--- src/jss_pkg.sv ---
// Shared types, constants and helpers for the 3D Jacobi stencil sweep.
`timescale 1ns / 1ps
`default_nettype none

package jss_pkg;

    localparam int MAX_X = 64;
    localparam int MAX_Y = 64;
    localparam int MAX_Z = 1024;

    localparam int X_W      = $clog2(MAX_X);
    localparam int Y_W      = $clog2(MAX_Y);
    localparam int Z_W      = $clog2(MAX_Z);
    localparam int PLANE_AW = X_W + Y_W;
    localparam int WIN_AW   = PLANE_AW + 1;

    localparam int DATA_W     = 32;
    localparam int SIZE_XY_W  = 7;
    localparam int SIZE_Z_W   = 11;
    localparam int SPACING_W  = 16;
    localparam int CFG_IDX_W  = 3;
    localparam int CFG_DATA_W = 16;

    localparam logic [SIZE_XY_W-1:0] SIZE_X_MAX = SIZE_XY_W'(MAX_X);
    localparam logic [SIZE_XY_W-1:0] SIZE_Y_MAX = SIZE_XY_W'(MAX_Y);
    localparam logic [SIZE_Z_W-1:0]  SIZE_Z_MAX = SIZE_Z_W'(MAX_Z);

    localparam int TQ_DEPTH = 4;
    localparam int TQ_PTR_W = $clog2(TQ_DEPTH);
    localparam int TQ_LVL_W = $clog2(TQ_DEPTH + 1);
    localparam int OQ_DEPTH = 16;
    localparam int OQ_PTR_W = $clog2(OQ_DEPTH);
    localparam int OQ_LVL_W = $clog2(OQ_DEPTH + 1);
    localparam int PIPE_STAGES = 7;

    // ceil(2^21 / 3): exact quotient by 3 for any 19-bit value
    localparam logic [19:0] RECIP3 = 20'd699051;

    typedef enum logic [CFG_IDX_W-1:0] {
        REG_SIZE_X    = 3'd0,
        REG_SIZE_Y    = 3'd1,
        REG_SIZE_Z    = 3'd2,
        REG_SPACING_X = 3'd3,
        REG_SPACING_Y = 3'd4,
        REG_SPACING_Z = 3'd5
    } cfg_reg_t;

    typedef struct packed {
        logic signed [DATA_W-1:0] grid_value;
        logic signed [DATA_W-1:0] source_value;
    } sample_t;

    typedef struct packed {
        logic signed [DATA_W-1:0] new_value;
        logic                     sweep_last;
    } result_t;

    typedef struct packed {
        logic                  valid;
        logic [CFG_IDX_W-1:0]  index;
        logic [CFG_DATA_W-1:0] data;
    } cfg_wr_t;

    // one interior point with all operands gathered
    typedef struct packed {
        logic signed [DATA_W-1:0] up;
        logic signed [DATA_W-1:0] down;
        logic signed [DATA_W-1:0] west;
        logic signed [DATA_W-1:0] east;
        logic signed [DATA_W-1:0] south;
        logic signed [DATA_W-1:0] north;
        logic signed [DATA_W-1:0] src;
        logic                     last;
    } task_t;

    function automatic logic [17:0] div3(input logic [18:0] v);
        logic [38:0] p;
        p = {20'b0, v} * {19'b0, RECIP3};
        return p[38:21];
    endfunction

endpackage

`default_nettype wire

--- src/jss_task_queue.sv ---
// Short queue of gathered stencil points between front and back.
`timescale 1ns / 1ps
`default_nettype none

module jss_task_queue import jss_pkg::*; (
    input  wire logic                clk,
    input  wire logic                rst_n,
    input  wire logic                push,
    input  wire task_t               push_data,
    input  wire logic                pop,
    output task_t                    head,
    output logic                     empty,
    output logic [TQ_LVL_W-1:0]      level
);

    task_t                entry_reg [TQ_DEPTH];
    logic [TQ_PTR_W-1:0]  wr_ptr_reg, rd_ptr_reg;
    logic [TQ_LVL_W-1:0]  level_reg;

    always_ff @(posedge clk or negedge rst_n)
    begin
        if (!rst_n)
        begin
            wr_ptr_reg <= '0;
            rd_ptr_reg <= '0;
            level_reg  <= '0;
        end
        else
        begin
            if (push)
            begin
                wr_ptr_reg <= wr_ptr_reg + TQ_PTR_W'(1);
            end
            if (pop)
            begin
                rd_ptr_reg <= rd_ptr_reg + TQ_PTR_W'(1);
            end
            level_reg <= level_reg + TQ_LVL_W'(push) - TQ_LVL_W'(pop);
        end
    end

    always_ff @(posedge clk)
    begin
        if (push)
        begin
            entry_reg[wr_ptr_reg] <= push_data;
        end
    end

    assign head  = entry_reg[rd_ptr_reg];
    assign empty = (level_reg == '0);
    assign level = level_reg;

endmodule

`default_nettype wire

--- config.mk ---
export PLATFORM = sky130hd
export DESIGN_NAME = jss_task_queue
export DESIGN_NICKNAME = d
export VERILOG_FILES = /design/src/jss_pkg.sv /design/src/jss_task_queue.sv
export SDC_FILE = /design/constraint.sdc
export NUM_CORES = 1
export LEC_CHECK = 0
export BUFFER_PORTS_ARGS = -buffer_cell sky130_fd_sc_hd__buf_2
export CORE_UTILIZATION = 53
export CTS_BUF_LIST = sky130_fd_sc_hd__clkbuf_8
export CTS_CLUSTER_DIAMETER = 60
export DETAILED_ROUTE_END_ITERATION = 8
export HOLD_SLACK_MARGIN = 0.06
export PLACE_DENSITY = 0.75
export SLEW_MARGIN = 15
export SYNTH_ARGS = -nofsm -noshare
export SYNTH_HDL_FRONTEND = slang
export SYNTH_SLANG_ARGS = --single-unit
--- constraint.sdc ---
create_clock -name clk -period 18.4 [get_ports clk]
set_input_delay 3.68 -clock clk [delete_from_list [all_inputs] [get_ports clk]]
set_output_delay 3.68 -clock clk [all_outputs]
set_load 0.02 [all_outputs]
==> results of run 1 <==
power breakdown:
group / internal, W / total, W / leakage, nW / switching (W)
clock network: 0.000734 / 0.00144 / 1.40 / 0.000708
registers: 0.00271 / 0.00283 / 8.35 / 0.000120
logic: 0.000778 / 0.00198 / 3.45 / 0.00121
how the worst min path moves through the flow:
stage               depth (start not counted)  slack (ns)          start            end
CTS                                         1        0.55  wr_ptr_reg[0]  wr_ptr_reg[0]
finish                                      1        0.55  wr_ptr_reg[0]  wr_ptr_reg[0]
global route                                1        0.58  wr_ptr_reg[0]  wr_ptr_reg[0]
detailed placement                          1        0.54  wr_ptr_reg[0]  wr_ptr_reg[0]
global placement                            1        0.51  wr_ptr_reg[0]  wr_ptr_reg[0]
floorplan                                   1        0.49  wr_ptr_reg[0]  wr_ptr_reg[0]
cells in the final DEF (no fill, tap or decap):
cell and instances:
and2_4 4, buf_12 1, buf_2 457, buf_4 17, clkbuf_8 147, clkinv_1 31
clkinv_2 3, clkinv_4 1, clkinvlp_4 3, dfrtp_1 5, dfrtp_4 2, diode_2 7
edfxtp_1 900, fa_1 1, ha_1 6, inv_1 55, inv_6 4, mux4_2 225
nand2_1 2, nor3_1 1, o21ai_0 1, xnor2_1 3, xor2_1 2
cell type report:
cell class | count | area (um2) | share of cell area
antenna | 7 | 17.5 | 0.000457
inverter | 6 | 22.5 | 0.000588
timing repair buffer | 475 | 2430 | 0.0635
tap | 782 | 978 | 0.0255
clock inverter | 91 | 382 | 0.00996
sequential | 907 | 27200 | 0.710
clock buffer | 147 | 2020 | 0.0528
multi-input combinational | 245 | 5260 | 0.137
metal layers:
layer / global-route usage / up-vias / wire, um
met2: 0.318 / 528 / 31200
met5: 0 / - / 178
met1: 0.255 / 7717 / 23800
met3: 0.0786 / 130 / 5550
met4: 0.0717 / 26 / 1450
li1: - / 6427 / -
stage by stage:
| stage | setup WS (ns) | instances | total power (W) | util |
|---|---|---|---|---|
| finish | 10.67 | 2660 | 0.00625 | 0.631 |
| global placement | 11.26 | 2415 | 0.00487 | 0.592 |
| global route | 10.23 | 2655 | 0.00653 | 0.631 |
| detailed placement | 11.25 | 2415 | 0.00489 | 0.592 |
| CTS | 10.40 | 2653 | 0.00635 | 0.631 |
| floorplan | 9.01 | 1208 | 0.00431 | - |
cell families after synthesis:
family | count (synthesis)
DFF | 907
muxes | 225
buffers and inverters | 56
adders and majority gates | 7
and+or+nand+nor | 7
xor gates and xnor gates | 5
AOI/OAI and AO/OA | 1
worst max-delay path, cell delays in order, from the launching register on:
cell     delay, ns
dfrtp_4       0.95
buf_4         0.64
buf_4         0.82
mux4_2        0.61
buf_2         0.18
==> results_dict.tcl, run 1 <==
set metrics [dict create \
    area_delta_synth_final_pct 17.0 \
    detailed_place.area_um2 35900 \
    synth_most_common_cell "edfxtp_1" \
    cts_tree "yes" \
    fin_tns_setup_ns 0 \
    num_rows 90 \
    syn_area_um2 32800 \
    ant_nets 0 \
    via_per_inst 5.57 \
    cts_buffer_depth 3 \
    yosys.area.top_type "edfxtp_1" \
    reg2reg_depth 5 \
    yosys-top-cells-count "edfxtp_1 (900), mux4_2 (225), buf_2 (27), buf_4 (11)" \
    synth.avg_cell_area_um2 27.1 \
    power.density_nw_per_um2 163 \
    ctsResizeCount 0 \
    yosysTopAreaCellShare 0.825 \
    drtPass1Iterations 5 \
    core_um2 60700 \
    post_cts_buffers 0 \
    synth-edff-count 900 \
    hold_path_class "reg2reg" \
    ys_ff_latch 907 \
    yosys_warnings 0 \
    routed_wl_um 62200 \
    hold_viol_final 0 \
    gp_congestion 0.779 \
    r2r_start "wr_ptr_reg[0]" \
    skew_ns 0.0202 \
    stdcell_area_um2 38300 \
    min_period_over_period 0.420 \
    cts_htree_levels 4 \
    synth_cells 1208 \
    cts_buffers 142 \
    drt_iter0_drc 963 \
    die_w_um 251 \
    slew_headroom 0.293 \
    num-fill-cells 3978 \
    reg2reg_slack_ns 14.87 \
    fmax_mhz 129 \
    synthFlopType "edfxtp_1" \
    cp.required_ns 14.72 \
    routedWlPerCell_um 23.4 \
    clk_pin_slew_ns 0.06 \
    crit_arrival_ns 4.05 \
    final_nets 2013 \
    synth_mux_area_frac 0.155 \
    grt_pass1_vias 15609 \
    hold_buffers 0 \
    fin_crit_ns 7.73 \
    worstSetupPathType "reg2out" \
    slew_violations 0 \
    synth_cell_types 17 \
    rsz0062_at_grt "no" \
    synth_top_family_by_area "multiplexers" \
    grtUsageTotal 0.201 \
    p_leak_nw 13.2 \
    grt_first_pass_wirelength_um 93200 \
    cp-startpoint "rd_ptr_reg[0]" \
    setup_viol 0 \
    grt_remaining_overflow 0 \
    die_y_um 251 \
    status "completed" \
    worstSetupEndpointType "primary output" \
    synthSimpleGateAreaFrac 0.00115 \
    tightest_slew_ns 1.06 \
    cap_viol_max_count 0 \
    yosys.area_share.xor_xnor 0.00134 \
    drive_gt1_frac 0.462 \
    drc 0 \
    synth_compound_gate_area_share 0.000153 \
    crit_path_start_kind "flip-flop" \
    synth_nets 1444 \
    worst_hold_slack_ns 0.547 \
    vdd_ir_drop_max_uv 150 \
    worstSkewPairLatency_ns 0.73 \
    yosys.area_share.adder 0.00290 \
    io_buffers 457 \
    ios 458 \
    yosysSeqAreaShare 0.830 \
    r2r_end "entry_reg[2][129]" \
    grt_max_degree 112 \
    async_flop_share 0.00772 \
    dp_hpwl_um 37900 \
    initial_utilization 0.540 \
    clock_sinks 907 \
    fp.dieArea_um2 62800 \
    worstSetupEndpoint "head[124]" \
    via_count 14828 \
    crit_fanout 47 \
    antenna_found_initial 17 \
    largest_register_ffs 900 \
    synth.area.top_cells "edfxtp_1 (82%), mux4_2 (15%), dfrtp_1 (0.53%)" \
    root_buffer "clkbuf_8" \
]
No activity file was read; power rests on OpenSTA's default activity.
==> run 2, diff against run 1 <==
Settings changed: ABC_AREA set to 1, PLACE_DENSITY 0.75 to 0.77.
Clock period 18.4 ns to 6.8 ns, I/O delays scaled along.
==> run 2 against run 1 <==
Core utilization decreased by 0.96 points. Power increased to 3.1 times the previous value. Highest routed layer unchanged. Synthesized area increased by 16%. Combinational power increased to 3.7 times the previous value. Global-route usage increased by 2.9 points. Non-clock buffer count decreased by 2. Via count increased by 69%. Cell count increased by 93%. Hold slack got worse by 0.11 ns. First-iteration DRC count increased by 100%. Setup slack got worse by 9.0 ns. Critical path type unchanged. Sequential share of layout area decreased by 8.9 points.
==> results_dict.tcl, run 2 <==
set metrics [dict create \
    cts_tree "yes" \
    fin_crit_ns 5.09 \
    async_flop_share 0.00772 \
    cp.required_ns 5.44 \
    via_count 25011 \
    yosys-top-cells-count "nand2_1 (1136), inv_1 (912), edfxtp_1 (900), nand3_1 (451), buf_2 (90)" \
    dp_hpwl_um 47600 \
    yosys.area.top_type "edfxtp_1" \
    grt_max_degree 211 \
    clk_pin_slew_ns 0.06 \
    power.density_nw_per_um2 443 \
    grtUsageTotal 0.230 \
    final_nets 4278 \
    cap_viol_max_count 0 \
    layout_commonest_cell "nand2_1" \
    ant_nets 0 \
    slew_violations 0 \
    synthFlopType "edfxtp_1" \
    crit_path_start_kind "flip-flop" \
    setup_viol 0 \
    fmax_mhz 197 \
    ctsResizeCount 0 \
    status "completed" \
    synth_cell_types 16 \
    post_cts_buffers 0 \
    fp.dieArea_um2 72900 \
    fin_tns_setup_ns 0 \
    crit_top_cell "nand2_1" \
    cts_buffers 147 \
    rsz0062_at_grt "no" \
    min_period_over_period 0.748 \
    num-fill-cells 5470 \
    skew_ns 0.0327 \
    max_stage_delay_ns 1.10 \
    worstSetupPathType "reg2out" \
    yosys_warnings 0 \
    drt_iter0_drc 1973 \
    crit_fanout 148 \
    slowest_stage "dfrtp_4" \
    antenna_found_initial 37 \
    worstSetupEndpointType "primary output" \
    dp_slack_ns 2.64 \
    routedWlPerCell_um 16.4 \
    drc 0 \
    via_per_inst 4.88 \
    syn_area_um2 38100 \
    drive_gt1_frac 0.161 \
    synth.avg_cell_area_um2 10.7 \
    num_rows 97 \
    synth-edff-count 900 \
    cts_htree_levels 4 \
    ys_ff_latch 907 \
    synth.area.top_cells "edfxtp_1 (71%), nand2_1 (11%), inv_1 (9.0%)" \
    crit_arrival_ns 3.73 \
    hold_path_class "in2async" \
    synth_nets 3805 \
    root_buffer "clkbuf_8" \
    slew_headroom 0.211 \
    drtPass1Iterations 6 \
    vdd_ir_drop_max_uv 466 \
    core_um2 70500 \
    p_leak_nw 20.6 \
    cts_buffer_depth 3 \
    hold_viol_final 0 \
    grt_pass1_vias 24856 \
    area_delta_synth_final_pct 15.1 \
    yosysSeqAreaShare 0.714 \
    hold_buffers 0 \
    largest_register_ffs 900 \
    worstSkewPairLatency_ns 0.76 \
    yosysTopAreaCellShare 0.710 \
    grt_first_pass_wirelength_um 130000 \
    ios 458 \
    grt_remaining_overflow 0 \
    cp-startpoint "rd_ptr_reg[0]" \
    io_buffers 457 \
    worst_slack_ns 1.71 \
    routed_wl_um 84200 \
    tightest_slew_ns 1.18 \
    die_y_um 270 \
    die_w_um 270 \
    layout_common_cells "nand2_1 (1136), inv_1 (949), edfxtp_1 (900)" \
    synth_cells 3569 \
    crit_path_cell_trace "inv_8 > buf_12 > nand2_1 > nand3_1 > nand2_1 > buf_2" \
    initial_utilization 0.540 \
    gp_congestion 0.857 \
    clock_sinks 907 \
    synth_most_common_cell "nand2_1" \
    r2r_start "wr_ptr_reg[0]" \
]
## run 2: cell count changes after synthesis, sizes merged
cell    previous run  this run
nand2              2      1136
xor2               2         3
mux4             225         0
clkbuf             1        22
xnor2              3         0
inv                6       914
nand3              0       451
and2               4         0
buf               49       127
## run 2: worst max-delay path, delay by kind of cell, from the launching register on
kind	cells	cell delay, ns
AND/OR/NAND/NOR	3	0.48
flip-flops	1	1.10
buffers and inverters	3	1.01
## run 2: per-layer routing
layer	GRT usage	share of wire	vias up
met5	0	0.0014	-
met4	0.132	0.044	22
met3	0.0613	0.072	239
met2	0.385	0.50	862
met1	0.268	0.39	11764
li1	-	-	12124
## run 2: final cells by class
cell class              instances  area (um2)  area share
diodes                         28        70.1     0.00160
clock buffers                 154        2120      0.0483
clock inverters               108         626      0.0143
inverters                     914        3480      0.0793
multi-input cells            1599        6650       0.152
flip-flops and latches        907       27200       0.621
well taps                     940        1180      0.0268
repair buffers                473        2520      0.0575
## run 2: kinds of logic (layout without fill, tap and decap cells)
family,count (synthesis),in the layout,share of synthesized area
AOI/OAI and AO/OA,1,1,0.000131
adders and majority gates,7,7,0.00250
DFF,907,907,0.714
buffers and inverters,1063,1649,0.111
xor gates and xnor gates,3,3,0.000690
and+or+nand+nor,1588,1588,0.171
other,0,28,0
## run 2: through the flow
stage / cell area, um2 / utilization / hold WS, ns / power [W] / cells
6_report: 43800 / 0.622 / 0.436 / 0.0194 / 5123
5_1_grt: 43800 / 0.622 / 0.374 / 0.0205 / 5119
4_1_cts: 43800 / 0.621 / 0.349 / 0.0196 / 5095
3_5_place_dp: 41000 / 0.582 / 0.521 / 0.0152 / 4833
3_3_place_gp: 41000 / 0.582 / 0.514 / 0.0150 / 4833
2_1_floorplan: 38100 / - / 0.494 / 0.0129 / 3569
## run 2: power breakdown
part | switching, W | total, W | internal [W]
clock | 0.00214 | 0.00441 | 0.00227
sequential | 0.000358 | 0.00767 | 0.00731
combinational | 0.00536 | 0.00734 | 0.00198
## run 2: worst paths after layout
kind                                     to  slack (ns)  depth (start not counted)
hold / removal                     level[1]        0.44                          1
min in group clk              wr_ptr_reg[0]        0.52                          1
setup / recovery                   head[63]        1.71                          6
hold reg to reg               wr_ptr_reg[0]        0.52                          1
setup reg to reg           entry_reg[0][64]        4.23                          5
max in group asynchronous     rd_ptr_reg[0]        6.16                          1
==> run 3, diff against run 2 <==
Clock period 6.8 ns to 4.3 ns, I/O delays scaled along.
==> run 3 against run 2 <==
Sequential share of layout area fell by 0.071 points. Register-to-register slack got worse by 2.5 ns. Design area rose by 0.11%. First-iteration DRC count fell by 19%. Core utilization rose by 0.071 points. Cell count barely moved. Die area did not move. Setup slack got worse by 1.1 ns. Count of clock-buffer cells in the layout fell by 8. Critical path depth did not move. Hold slack got worse by 0.15 ns. Largest cell class unchanged. Largest power group is now combinational logic.
==> results_dict.tcl, run 3 (same netlist as run 2, synthesis figures left out) <==
set metrics [dict create \
    status "completed" \
    r2r_start "wr_ptr_reg[1]" \
    grt_remaining_overflow 0 \
    r2r_end "entry_reg[1][137]" \
    layout_common_cells "nand2_1 (1132), inv_1 (959), edfxtp_1 (900)" \
    grt_first_pass_wirelength_um 126000 \
    crit_path_start_kind "flip-flop" \
    p_total_w 0.0304 \
    drt_iter0_drc 1589 \
    antenna_found_initial 28 \
    tightest_slew_ns 1.16 \
    hold_path_class "in2reg" \
    crit_path_cell_trace "inv_8 > buf_12 > nand2_1 > nand3_1 > nand2_1 > buf_2" \
    fmax_mhz 272 \
    stdcell_area_um2 43900 \
    skew_ns 0.0251 \
    fp.dieArea_um2 72900 \
    core_um2 70500 \
    slew_headroom 0.224 \
    slew_violations 0 \
    area_delta_synth_final_pct 15.3 \
    grt_pass1_vias 24436 \
    cts_tree "yes" \
    io_buffers 457 \
    p_leak_nw 20.7 \
    min_period_over_period 0.855 \
    gp_congestion 0.770 \
    cts_buffer_depth 3 \
    power.density_nw_per_um2 693 \
    dp_hpwl_um 46300 \
    vdd_ir_drop_max_uv 932 \
    drc 0 \
    final_nets 4290 \
    detailed_place.area_um2 41300 \
    worstSetupEndpointType "primary output" \
    post_cts_buffers 0 \
    clk_pin_slew_ns 0.07 \
    routedWlPerCell_um 15.8 \
    layout_commonest_cell "nand2_1" \
    die_y_um 270 \
    crit_fanout 123 \
    hold_viol_final 0 \
    num_rows 97 \
    worstSkewPairLatency_ns 0.77 \
    setup_viol 0 \
    initial_utilization 0.540 \
    cts_htree_levels 4 \
    cap_viol_max_count 0 \
    grt_max_degree 213 \
    die_w_um 270 \
    largest_register_ffs 900 \
    cts_buffers 143 \
    worstSetupPathType "reg2out" \
    ios 458 \
    cp-startpoint "rd_ptr_reg[0]" \
    via_count 24756 \
    clock_sinks 907 \
    drtPass1Iterations 7 \
    grtUsageTotal 0.222 \
    crit_arrival_ns 2.82 \
    reg2reg_slack_ns 1.69 \
    routed_wl_um 81000 \
    rsz0062_at_grt "no" \
    fin_crit_ns 3.68 \
    stdcell_count 5126 \
    num-fill-cells 5361 \
    slowest_stage "dfrtp_4" \
    drive_gt1_frac 0.161 \
    worstSetupEndpoint "head[102]" \
    crit_top_cell "nand2_1" \
    root_buffer "clkbuf_8" \
    via_per_inst 4.83 \
    reg2reg_depth 6 \
    dp.cells 4848 \
    ctsResizeCount 0 \
    ant_nets 0 \
    max_stage_delay_ns 0.54 \
    cp.required_ns 3.44 \
]
-- run 3: cell count changes in the layout (fill, tap and decap cells not counted), moves of 2 or more --
cell        delta
clkinv_2       -9
buf_12         +9
inv_1         +10
diode_2        -3
nand2_1        -4
nand2_4        +4
clkinvlp_4     +2
buf_4          +6
clkinv_8       +3
inv_12         -2
inv_8          -4
clkbuf_8       -8
bufinv_16      -3
-- run 3: worst min path at each step --
stage	startpoint	to	slack [ns]	depth (start not counted)
4_1_cts	push_data[182]	entry_reg[0][182]	0.21	1
2_1_floorplan	wr_ptr_reg[0]	wr_ptr_reg[0]	0.49	1
5_1_grt	push_data[60]	entry_reg[1][60]	0.23	1
6_report	push_data[182]	entry_reg[0][182]	0.29	1
3_3_place_gp	wr_ptr_reg[0]	wr_ptr_reg[0]	0.52	1
3_5_place_dp	wr_ptr_reg[0]	wr_ptr_reg[0]	0.54	1
-- run 3: where the power goes --
part           switching (W)  internal, W
Clock                0.00327      0.00325
Sequential          0.000353       0.0116
Combinational        0.00870      0.00328
-- run 3: what timing repair did --
item	4_1_cts	5_1_grt
hold buffers	1	0
endpoints found under the setup margin	0	0
hold endpoints to repair	7	0
-- run 3: stage by stage --
step	worst slack (ns)	TNS, ns	hold WS [ns]	util
floorplan	-0.515	-458.14	0.494	-
global placement	1.19	0	0.521	0.585
detailed placement	1.19	0	0.544	0.585
CTS	0.579	0	0.207	0.622
global route	0.484	0	0.225	0.622
finish	0.624	0	0.290	0.623
-- run 3: layer usage --
metal / track usage / share of wire / vias to the layer above
met5: 0 / 0.0013 / -
met1: 0.258 / 0.39 / 11665
met2: 0.377 / 0.51 / 745
li1: - / - / 12143
met4: 0.115 / 0.035 / 14
met3: 0.0613 / 0.071 / 189
-- run 3: area by class of cell --
cell class | instances | area (um2) | share of cell area
antenna | 25 | 62.6 | 0.00143
sequential | 907 | 27200 | 0.620
multi-input combinational | 1599 | 6680 | 0.152
clock buffer | 146 | 2010 | 0.0458
tap | 940 | 1180 | 0.0268
inverter | 914 | 3460 | 0.0788
clock inverter | 106 | 543 | 0.0124
timing repair buffer | 489 | 2760 | 0.0628
-- run 3: critical path: cells and delay by family (launching register included) --
| kind | cells | cell delay, ns |
|---|---|---|
| buf+inv | 3 | 0.97 |
| flops | 1 | 0.54 |
| simple gates | 3 | 0.35 |
